==> config.mk <==
export PLATFORM = sky130hd
export DESIGN_NAME = image_row_hash_64_core_flat
export DESIGN_NICKNAME = d
export VERILOG_FILES = /design/src/hdl/irh_pkg.sv /design/src/hdl/irh_item_if.sv /design/src/hdl/irh_result_if.sv /design/src/hdl/image_row_hash_64_core.sv /design/src/flat_wrapper.sv
export VERILOG_INCLUDE_DIRS = /design/src /design/src/hdl
export SDC_FILE = /design/constraint.sdc
export NUM_CORES = 2
export LEC_CHECK = 0
export BUFFER_PORTS_ARGS = -buffer_cell sky130_fd_sc_hd__buf_2
export CAP_MARGIN = 15
export CORE_ASPECT_RATIO = 1.2
export CORE_MARGIN = 8
export CORE_UTILIZATION = 40
export DETAILED_ROUTE_END_ITERATION = 8
export PLACE_DENSITY_LB_ADDON = 0.25
export SLEW_MARGIN = 0
export SYNTH_ARGS = -nofsm -noshare
export SYNTH_HDL_FRONTEND = slang
export SYNTH_SLANG_ARGS = --single-unit
==> constraint.sdc <==
create_clock -name clk -period 7.6 [get_ports clk]
set_clock_uncertainty 0.2 [all_clocks]
set_input_delay 1.52 -clock clk [delete_from_list [all_inputs] [get_ports clk]]
set_output_delay 1.52 -clock clk [all_outputs]
set_load 0.02 [all_outputs]
==> src/hdl/image_row_hash_64_core_assert.svh <==
// assertion macros for the row hash core
// no dependencies; included by modules that carry assertions
`ifndef IMAGE_ROW_HASH_64_CORE_ASSERT_SVH
`define IMAGE_ROW_HASH_64_CORE_ASSERT_SVH

// same-cycle implication
`define IRH_ASSERT_HOLDS(lbl, ck, rn, ante, cons, msg) \
	lbl: assert property (@(posedge ck) disable iff (!rn) (ante) |-> (cons)) \
		else $error(msg);

// next-cycle implication
`define IRH_ASSERT_NEXT(lbl, ck, rn, ante, cons, msg) \
	lbl: assert property (@(posedge ck) disable iff (!rn) (ante) |=> (cons)) \
		else $error(msg);

`endif

==> src/hdl/irh_pkg.sv <==
// shared types and constants for the row hash core
// no dependencies
`default_nettype none

package irh_pkg;

	localparam int unsigned DIM_BITS    = 16;
	localparam int unsigned OFF_BITS    = DIM_BITS + 2;
	localparam int unsigned HASH_W      = 64;
	localparam int unsigned DIGIT_W     = 16;
	localparam int unsigned MIX_STEPS   = HASH_W / DIGIT_W;
	localparam int unsigned STEP_W      = $clog2(MIX_STEPS);
	localparam int unsigned CHUNK_BYTES = HASH_W / 8;
	localparam int unsigned MIX_SHIFT   = 29;
	localparam int unsigned TAG_SHIFT   = 48;
	localparam int unsigned CFG_IDX_W   = 2;

	typedef logic [HASH_W-1:0]   hash_t;
	typedef logic [DIM_BITS-1:0] dim_t;
	typedef logic [OFF_BITS-1:0] off_t;
	typedef logic [STEP_W-1:0]   step_t;

	localparam hash_t GOLDEN_SEED  = 64'h9e37_79b9_7f4a_7c15;
	localparam hash_t MIX_MULT     = 64'hff51_afd7_ed55_8ccd;
	localparam hash_t MASK_OFF_XOR = 64'h0000_0000_0000_5555;

	typedef enum logic [CFG_IDX_W-1:0] {
		REG_IMAGE_WIDTH,
		REG_IMAGE_HEIGHT,
		REG_MASK_MODE,
		REG_MASK_ENABLED
	} cfg_reg_t;

	typedef enum logic {
		FUNC_START,
		FUNC_DATA
	} func_t;

endpackage

`default_nettype wire

==> src/hdl/irh_item_if.sv <==
// input channel of the row hash core: start and chunk items
// depends on irh_pkg
`default_nettype none

interface irh_item_if;
	logic                 valid;
	logic                 ready;
	logic                 func;
	irh_pkg::hash_t       chunk_data;

	modport source (output valid, output func, output chunk_data, input ready);
	modport sink (input valid, input func, input chunk_data, output ready);
endinterface

`default_nettype wire

==> src/hdl/irh_result_if.sv <==
// output channel of the row hash core: final image hash
// depends on irh_pkg
`default_nettype none

interface irh_result_if;
	logic           valid;
	logic           ready;
	irh_pkg::hash_t image_hash;

	modport source (output valid, output image_hash, input ready);
	modport sink (input valid, input image_hash, output ready);
endinterface

`default_nettype wire

==> src/hdl/image_row_hash_64_core.sv <==
// row hash core: seeds from the image size, mixes 8-byte row chunks, emits a 64-bit hash
// depends on irh_pkg, irh_item_if, irh_result_if and image_row_hash_64_core_assert.svh
`default_nettype none

// A start item (func 0) is taken in ST_IDLE; for an empty image it produces a hash of 0
// through ST_EMIT. Each data chunk is accepted in ST_IDLE, then runs four multiply steps
// in ST_MUL and one finish step in ST_FIN. A chunk that ends its row exactly on an 8-byte
// boundary runs ST_MUL and ST_FIN twice, since the row tag is mixed in as a second pass.
// The last row adds ST_EMIT to hand the hash to the output register. The multiply steps
// come from the single 16x64 multiply-accumulate unit, which forms each 64-bit product
// one 16-bit digit per cycle. The core takes no item while a mix is running or a result is pending.

`include "image_row_hash_64_core_assert.svh"

module image_row_hash_64_core (
	input  wire                                clk,
	input  wire                                arst_n,
	input  wire                                cfg_we,
	input  wire [irh_pkg::CFG_IDX_W-1:0]       cfg_index,
	input  wire [irh_pkg::DIM_BITS-1:0]        cfg_wdata,
	irh_item_if.sink                           item,
	irh_result_if.source                       result
);

	typedef enum logic [1:0] {
		ST_IDLE,
		ST_MUL,
		ST_FIN,
		ST_EMIT
	} state_t;

	state_t             state_q;
	irh_pkg::dim_t      width_q;
	irh_pkg::dim_t      height_q;
	logic               mask_mode_q;
	logic               mask_enabled_q;
	logic               busy_q;
	irh_pkg::hash_t     hash_q;
	irh_pkg::dim_t      row_q;
	irh_pkg::off_t      off_q;
	logic               pend_tag_q;
	logic               row_end_q;
	irh_pkg::hash_t     x_q;
	irh_pkg::hash_t     mul_q;
	irh_pkg::hash_t     acc_q;
	irh_pkg::step_t     step_q;
	logic               out_valid_q;
	irh_pkg::hash_t     out_hash_q;

	logic               in_xfer;
	logic               empty_img;
	irh_pkg::off_t      row_bytes;
	irh_pkg::off_t      remaining;
	irh_pkg::off_t      off_plus;
	logic               full_chunk;
	irh_pkg::hash_t     tail;
	irh_pkg::hash_t     row_tag;
	irh_pkg::hash_t     seed;
	irh_pkg::hash_t     prod;
	irh_pkg::hash_t     h_fin;
	irh_pkg::dim_t      row_next;
	logic               img_done;
	logic               out_load;

	assign item.ready        = (state_q == ST_IDLE);
	assign in_xfer           = item.valid && item.ready;
	assign result.valid      = out_valid_q;
	assign result.image_hash = out_hash_q;
	assign out_load          = (state_q == ST_EMIT) && (!out_valid_q || result.ready);

	always_comb begin
		empty_img  = (width_q == '0) || (height_q == '0);
		row_bytes  = mask_mode_q ? irh_pkg::off_t'(width_q) : {width_q, 2'b00};
		remaining  = (off_q < row_bytes) ? (row_bytes - off_q) : '0;
		full_chunk = remaining >= irh_pkg::off_t'(irh_pkg::CHUNK_BYTES);
		off_plus   = off_q + irh_pkg::off_t'(irh_pkg::CHUNK_BYTES);
		for (int i = 0; i < irh_pkg::CHUNK_BYTES; i++) begin
			tail[8*i +: 8] = (irh_pkg::off_t'(i) < remaining) ? item.chunk_data[8*i +: 8] : 8'h00;
		end
		row_tag = irh_pkg::hash_t'(row_q) << irh_pkg::TAG_SHIFT;
		seed    = irh_pkg::GOLDEN_SEED
			^ (irh_pkg::hash_t'(width_q) << 32)
			^ irh_pkg::hash_t'(height_q);
		if (mask_mode_q && !mask_enabled_q) begin
			seed = seed ^ irh_pkg::MASK_OFF_XOR;
		end
		prod     = irh_pkg::hash_t'(x_q[irh_pkg::DIGIT_W-1:0]) * mul_q;
		h_fin    = acc_q ^ (acc_q >> irh_pkg::MIX_SHIFT);
		row_next = row_q + irh_pkg::dim_t'(1);
		img_done = (row_next == '0) || (row_next >= height_q);
	end

	always_ff @(posedge clk or negedge arst_n) begin
		if (!arst_n) begin
			state_q        <= ST_IDLE;
			width_q        <= '0;
			height_q       <= '0;
			mask_mode_q    <= 1'b0;
			mask_enabled_q <= 1'b1;
			busy_q         <= 1'b0;
			hash_q         <= '0;
			row_q          <= '0;
			off_q          <= '0;
			pend_tag_q     <= 1'b0;
			row_end_q      <= 1'b0;
			x_q            <= '0;
			mul_q          <= '0;
			acc_q          <= '0;
			step_q         <= '0;
			out_valid_q    <= 1'b0;
			out_hash_q     <= '0;
		end else begin
			if (cfg_we) begin
				case (irh_pkg::cfg_reg_t'(cfg_index))
					irh_pkg::REG_IMAGE_WIDTH:  width_q        <= cfg_wdata;
					irh_pkg::REG_IMAGE_HEIGHT: height_q       <= cfg_wdata;
					irh_pkg::REG_MASK_MODE:    mask_mode_q    <= cfg_wdata[0];
					irh_pkg::REG_MASK_ENABLED: mask_enabled_q <= cfg_wdata[0];
					default: ;
				endcase
			end

			if (out_load) begin
				out_valid_q <= 1'b1;
			end else if (result.ready) begin
				out_valid_q <= 1'b0;
			end

			case (state_q)
				ST_IDLE: begin
					if (in_xfer) begin
						if (item.func == irh_pkg::FUNC_START) begin
							busy_q <= !empty_img;
							row_q  <= '0;
							off_q  <= '0;
							if (empty_img) begin
								hash_q  <= '0;
								state_q <= ST_EMIT;
							end else begin
								hash_q <= seed;
							end
						end else if (busy_q) begin
							x_q     <= hash_q ^ (full_chunk ? item.chunk_data : (tail ^ row_tag));
							mul_q   <= irh_pkg::MIX_MULT;
							acc_q   <= '0;
							step_q  <= '0;
							state_q <= ST_MUL;
							if (full_chunk) begin
								off_q      <= off_plus;
								pend_tag_q <= (off_plus == row_bytes);
								row_end_q  <= (off_plus == row_bytes);
							end else begin
								pend_tag_q <= 1'b0;
								row_end_q  <= 1'b1;
							end
						end
					end
				end
				ST_MUL: begin
					acc_q  <= acc_q + prod;
					x_q    <= x_q >> irh_pkg::DIGIT_W;
					mul_q  <= mul_q << irh_pkg::DIGIT_W;
					step_q <= step_q + irh_pkg::step_t'(1);
					if (step_q == irh_pkg::step_t'(irh_pkg::MIX_STEPS - 1)) begin
						state_q <= ST_FIN;
					end
				end
				ST_FIN: begin
					if (pend_tag_q) begin
						hash_q     <= h_fin;
						x_q        <= h_fin ^ row_tag;
						mul_q      <= irh_pkg::MIX_MULT;
						acc_q      <= '0;
						step_q     <= '0;
						pend_tag_q <= 1'b0;
						state_q    <= ST_MUL;
					end else if (row_end_q) begin
						off_q <= '0;
						if (img_done) begin
							busy_q  <= 1'b0;
							row_q   <= '0;
							hash_q  <= (h_fin == '0) ? irh_pkg::hash_t'(1) : h_fin;
							state_q <= ST_EMIT;
						end else begin
							hash_q  <= h_fin;
							row_q   <= row_next;
							state_q <= ST_IDLE;
						end
					end else begin
						hash_q  <= h_fin;
						state_q <= ST_IDLE;
					end
				end
				ST_EMIT: begin
					if (out_load) begin
						out_hash_q <= hash_q;
						state_q    <= ST_IDLE;
					end
				end
				default: begin
					state_q <= ST_IDLE;
				end
			endcase
		end
	end

	`IRH_ASSERT_HOLDS(a_mix_needs_busy, clk, arst_n, state_q == ST_MUL, busy_q, "mix running with no open image")
	`IRH_ASSERT_HOLDS(a_fin_after_steps, clk, arst_n, state_q == ST_FIN, ($past(state_q) == ST_MUL) && ($past(step_q) == irh_pkg::step_t'(irh_pkg::MIX_STEPS - 1)), "finish step without a full multiply")
	`IRH_ASSERT_NEXT(a_empty_start_emits, clk, arst_n, in_xfer && (item.func == irh_pkg::FUNC_START) && empty_img, state_q == ST_EMIT, "empty image start did not emit")
	`IRH_ASSERT_NEXT(a_emit_loads_out, clk, arst_n, out_load, out_valid_q && (state_q == ST_IDLE), "pending hash not moved to output register")

endmodule

`default_nettype wire
==> src/flat_wrapper.sv <==
// flat-port wrapper written by rule: the top's interface ports become plain ports
module image_row_hash_64_core_flat 
  (clk, arst_n, cfg_we, cfg_index, cfg_wdata, item_valid, item_func, item_chunk_data, item_ready, result_valid, result_image_hash, result_ready);
  irh_item_if item_i ();
  irh_result_if result_i ();
  input  wire clk;
  input  wire arst_n;
  input  wire cfg_we;
  input  wire [irh_pkg::CFG_IDX_W-1:0] cfg_index;
  input  wire [irh_pkg::DIM_BITS-1:0] cfg_wdata;
  input wire logic [$bits(item_i.valid)-1:0] item_valid;
  input wire logic [$bits(item_i.func)-1:0] item_func;
  input wire logic [$bits(item_i.chunk_data)-1:0] item_chunk_data;
  output wire logic [$bits(item_i.ready)-1:0] item_ready;
  output wire logic [$bits(result_i.valid)-1:0] result_valid;
  output wire logic [$bits(result_i.image_hash)-1:0] result_image_hash;
  input wire logic [$bits(result_i.ready)-1:0] result_ready;
  assign item_i.valid = item_valid;
  assign item_i.func = item_func;
  assign item_i.chunk_data = item_chunk_data;
  assign item_ready = item_i.ready;
  assign result_valid = result_i.valid;
  assign result_image_hash = result_i.image_hash;
  assign result_i.ready = result_ready;
  image_row_hash_64_core u_core (.clk(clk), .arst_n(arst_n), .cfg_we(cfg_we), .cfg_index(cfg_index), .cfg_wdata(cfg_wdata), .item(item_i), .result(result_i));
endmodule
==> results.md <==
- The number of nets handed over by synthesis was 5227.
- The final hold violation count is 0.
- In this run the tightest slew margin relative to its limit is 0.269.
- After filler insertion, the fill cell instance count of the layout stands at 9754.
- Dividing the detail-routed wire length by the instance count gives 26.7 um.
- The worst register-to-register path has a setup slack of 0.23 ns.
- The H-tree was split into 2 levels.
- Of the post-synthesis cell area, the dominant cell type holds 0.277.
- On the critical path, the stage with the largest delay is an instance of sky130_fd_sc_hd__dfrtp_2.
- The clock tree from TritonCTS is yes.
- The post-synthesis async set-or-reset flop share is 1.00.
- Setup total negative slack on the finished layout was measured at 0 ns.
- The class of the tightest hold or removal check is flop to flop.
- The cell type contributing the most total cell area after synthesis is sky130_fd_sc_hd__fa_1.
- The number of iterations in the first detailed-routing pass is 8.
- Measured along the x axis, the die boundary spans 305 um.
- The number of max-slew violations in the final report is 0.
- The first global-routing pass estimated 228 mm of wire.
- The synthesized netlist contains 83 unique library cells.
- The most instantiated flip-flop cell in the synthesis netlist is sky130_fd_sc_hd__dfrtp_1.
- The clock tree buffer depth is 3.
- The die covers 111000 um^2.
- The number of max-cap violations is 0.
- The number of standard-cell rows in the floorplan is 127.
- STA classifies the critical path startpoint as a flop.
- The starting density of the core is 0.403.
- For the worst setup path, the data required time is 7.83 ns.
- The critical path goes through buf_4 > nand2_1 > ha_1 > inv_1 > ha_1 > nand2b_1 > fa_1 > fa_1 > fa_1 > fa_1 > inv_1 > fa_1 > inv_1 > ha_1 > buf_4 > a21oi_1 > nor2_1 > or3_1 > a221oi_2 > buf_4 > a31oi_1 > a21boi_0 > xor2_1 > o22ai_1.
- The post-route antenna net violation count is 0.
- Of the total synthesized cell area, the portion taken by XOR and XNOR cells is 0.0550.
- The data arrival time of the critical path is 7.61 ns.
- The combinational family with the most area after synthesis is adder cells.
- Clock-pin slew was measured on the worst setup and hold paths at 0.07 ns.
- The area fraction in compound gates after synthesis is 0.130.
- The cell that appears most often on the critical path is sky130_fd_sc_hd__fa_1.
- The post-cts gate resize count is 5.
- Sorting the synthesized cells by area gives the leading types as sky130_fd_sc_hd__fa_1 28%, sky130_fd_sc_hd__dfrtp_1 21%, sky130_fd_sc_hd__ha_1 8.8%, sky130_fd_sc_hd__inv_1 8.2%, sky130_fd_sc_hd__nand2_1 3.2%.
- The flow ran to the end, and the final reports show no timing, DRC or antenna violations.
- At the pin with the least slew margin, the transition time is 1.09 ns.
- In the final layout, the share of cells above drive strength 1 is 0.125.
- The top cell types in the final layout, fill and taps aside, are 880 x sky130_fd_sc_hd__inv_1, 556 x sky130_fd_sc_hd__fa_1, 335 x sky130_fd_sc_hd__nand2_1.
- Dividing the detail-routed via count by the number of cells gives 5.52.
- The number of hold buffers added after CTS was 0.
- The detailed router's first-iteration violation count is 2504.
- The number of remaining DRC errors is 0.
- The number of buffers added by the clock tree synthesis step is 40.
- Summing all non-filler instances in the final layout gives an area of 44600 um^2.
- The largest stage delay on the critical path is 0.58 ns.
- The total clock sinks is 339.
- The congestion estimate from routability-driven global placement came to 1.00.
- Measured against the total synthesized area, the mux share comes to 0.0312.
- The number of antenna violations at the first check in global routing is 4.
- The area growth from synthesis to layout is 11.0%.
- The repair_antennas step left the layout with diodes totalling 0.
- The number of setup buffers added after CTS is 0.
- The standard cell core area is 99800 um^2.
- The clock period minus worst slack is 7.37 ns.
- Setup repair after global routing left no endpoint under its margin.
- For this run, the number of Yosys warnings is 0.
- The half-perimeter wire length of the detailed placement result is 129 mm.
- The share of the cycle needed by the critical path after routing is 0.970.
- STA classifies the critical path endpoint as a flop.
- For this run, the register share of the synthesized area comes to 0.211.
- Input and output buffers added on the ports amount to 153.
- The worst-case setup margin in the final layout is 0.227 ns.
- Setup violations remaining at the end of the flow were counted as 0.
- Counting both buffers and inverters, the worst setup path holds a total of 6.
- The final route contains 32000 vias.
- The critical path in this run is classified as flop to flop.
- The wire length reported by the detailed router is 155 mm.
- The cell family contributing the most delay on the critical path is adder cells.
- The most common library cell in the layout ignoring fill and taps is sky130_fd_sc_hd__inv_1.
- OpenSTA, run right after detailed placement, puts the worst setup slack at -0.123 ns.
- The source-to-sink clock delay at the later pin of the worst-skew pair is 0.59 ns.
- The number of top-level pins is 154.
- The total routing resource utilization after global routing is 0.278.
- Timing would allow up to 136 MHz.
- The mean instance size in the synthesized netlist is 9.35 um^2.
- Synthesis produced 4301 cells.
- After synthesis the cells add up to 40200 um^2.
- The CTS root buffer is sky130_fd_sc_hd__clkbuf_16.
- Along the worst path, the maximum fanout reaches 15.
- Of the total synthesized cell area, the portion taken by full adders, half adders and majority gates is 0.365.
- The standard cell area after detailed placement is 43300 um^2.
- The net total in the final layout is 5404.
- The sum of overflow across all layers after global routing is 0.
- The synthesized design contains 0 enable-type register cells.
- The via count of the first global-routing pass is 33300.
- The chip height is 363 um.
- The simple-gate share of the synthesized area is 0.106.
- The largest net degree at the start of global routing is 131.
- The register bit count reported by yosys is 339.
state kept, by name, indices dropped and copies added, names as in the netlist:
name	count
u_core.result.image_hash	64
u_core.step_q	2
u_core.row_end_q	1
u_core.mul_q	10
u_core.acc_q	64
u_core.mask_mode_q	1
u_core.width_q	16
u_core.x_q	64
u_core.result.valid	1
u_core.row_q	16
u_core.hash_q	64
u_core.state_q	2
u_core.busy_q	1
u_core.off_q	15
u_core.mask_enabled_q	1
u_core.height_q	16
u_core.pend_tag_q	1
cell families (layout without fill, tap and decap cells):
kind of cell | count (synthesis) | after routing
flops | 339 | 339
buf+inv | 1085 | 1289
xor+xnor | 244 | 244
mux | 112 | 112
fa+ha+maj | 838 | 838
simple gates | 906 | 906
compound gates | 775 | 775
other cells | 2 | 2
worst reg2reg max path, cell delays in order (launching register included):
cell	delay, ns
sky130_fd_sc_hd__dfrtp_2	0.58
sky130_fd_sc_hd__buf_4	0.21
sky130_fd_sc_hd__nand2_1	0.17
sky130_fd_sc_hd__ha_1	0.48
sky130_fd_sc_hd__inv_1	0.07
sky130_fd_sc_hd__ha_1	0.19
sky130_fd_sc_hd__nand2b_1	0.19
sky130_fd_sc_hd__fa_1	0.57
sky130_fd_sc_hd__fa_1	0.46
sky130_fd_sc_hd__fa_1	0.52
sky130_fd_sc_hd__fa_1	0.52
sky130_fd_sc_hd__inv_1	0.06
sky130_fd_sc_hd__fa_1	0.47
sky130_fd_sc_hd__inv_1	0.04
sky130_fd_sc_hd__ha_1	0.32
sky130_fd_sc_hd__buf_4	0.18
sky130_fd_sc_hd__a21oi_1	0.22
sky130_fd_sc_hd__nor2_1	0.07
sky130_fd_sc_hd__or3_1	0.41
sky130_fd_sc_hd__a221oi_2	0.39
sky130_fd_sc_hd__buf_4	0.21
sky130_fd_sc_hd__a31oi_1	0.18
sky130_fd_sc_hd__a21boi_0	0.27
sky130_fd_sc_hd__xor2_1	0.17
sky130_fd_sc_hd__o22ai_1	0.08
metrics by stage:
step	hold WS (ns)	instances	util
3_3_place_gp	0.255	5726	0.434
4_1_cts	0.279	5795	0.447
3_5_place_dp	0.265	5726	0.434
5_1_grt	0.309	5795	0.447
6_report	0.275	5795	0.447
2_1_floorplan	0.243	4301	-
final cells by class:
| class | instances | area, um^2 | area share |
|---|---|---|---|
| multi-input cells | 2877 | 27700 | 0.621 |
| flip-flops and latches | 339 | 8490 | 0.190 |
| inverters | 885 | 3330 | 0.0745 |
| repair buffers | 335 | 2170 | 0.0486 |
| well taps | 1290 | 1610 | 0.0362 |
| clock buffers | 54 | 1150 | 0.0258 |
| clock inverters | 15 | 173 | 0.00387 |
routing by layer:
| layer | track usage | up-vias | share of wire |
|---|---|---|---|
| li1 | - | 14300 | - |
| met1 | 0.333 | 15900 | 0.38 |
| met2 | 0.469 | 1316 | 0.48 |
| met3 | 0.0376 | 434 | 0.057 |
| met4 | 0.178 | 4 | 0.080 |
| met5 | 0 | - | 0.00021 |
synthesized netlist by cell type, drive strengths merged, types with 5 or more instances:
cell / count
a211oi: 20
a21boi: 16
a21o: 41
a21oi: 161
a221oi: 52
a22o: 12
a311oi: 18
a31oi: 32
and2: 64
and3: 31
buf: 26
clkbuf: 174
dfrtp: 338
fa: 556
ha: 282
inv: 882
mux2: 105
mux2i: 7
nand2: 340
nand2b: 25
nand3: 66
nand3b: 6
nand4: 36
nor2: 182
nor2b: 28
nor3: 74
nor4: 31
o211ai: 44
o21a: 8
o21ai: 183
o21bai: 11
o22ai: 43
o2bb2ai: 25
o311ai: 35
o31ai: 33
o41ai: 8
or2: 5
or3: 10
xnor2: 142
xnor3: 5
xor2: 97
path summary, 6_finish.rpt:
check / start / to / depth (start not counted)
max in group asynchronous: arst_n / u_core.x_q[15] / 2
max reg2reg: u_core.mul_q[60] / u_core.acc_q[58] / 24
min in group asynchronous: arst_n / u_core.result.image_hash[62] / 1
min: u_core.result.image_hash[50] / u_core.result.image_hash[50] / 2
max: u_core.mul_q[60] / u_core.acc_q[58] / 24
min reg2reg: u_core.result.image_hash[50] / u_core.result.image_hash[50] / 2
Power is not shown: default switching activity piles up to over one toggle a cycle in this logic, so the estimate is an artifact.
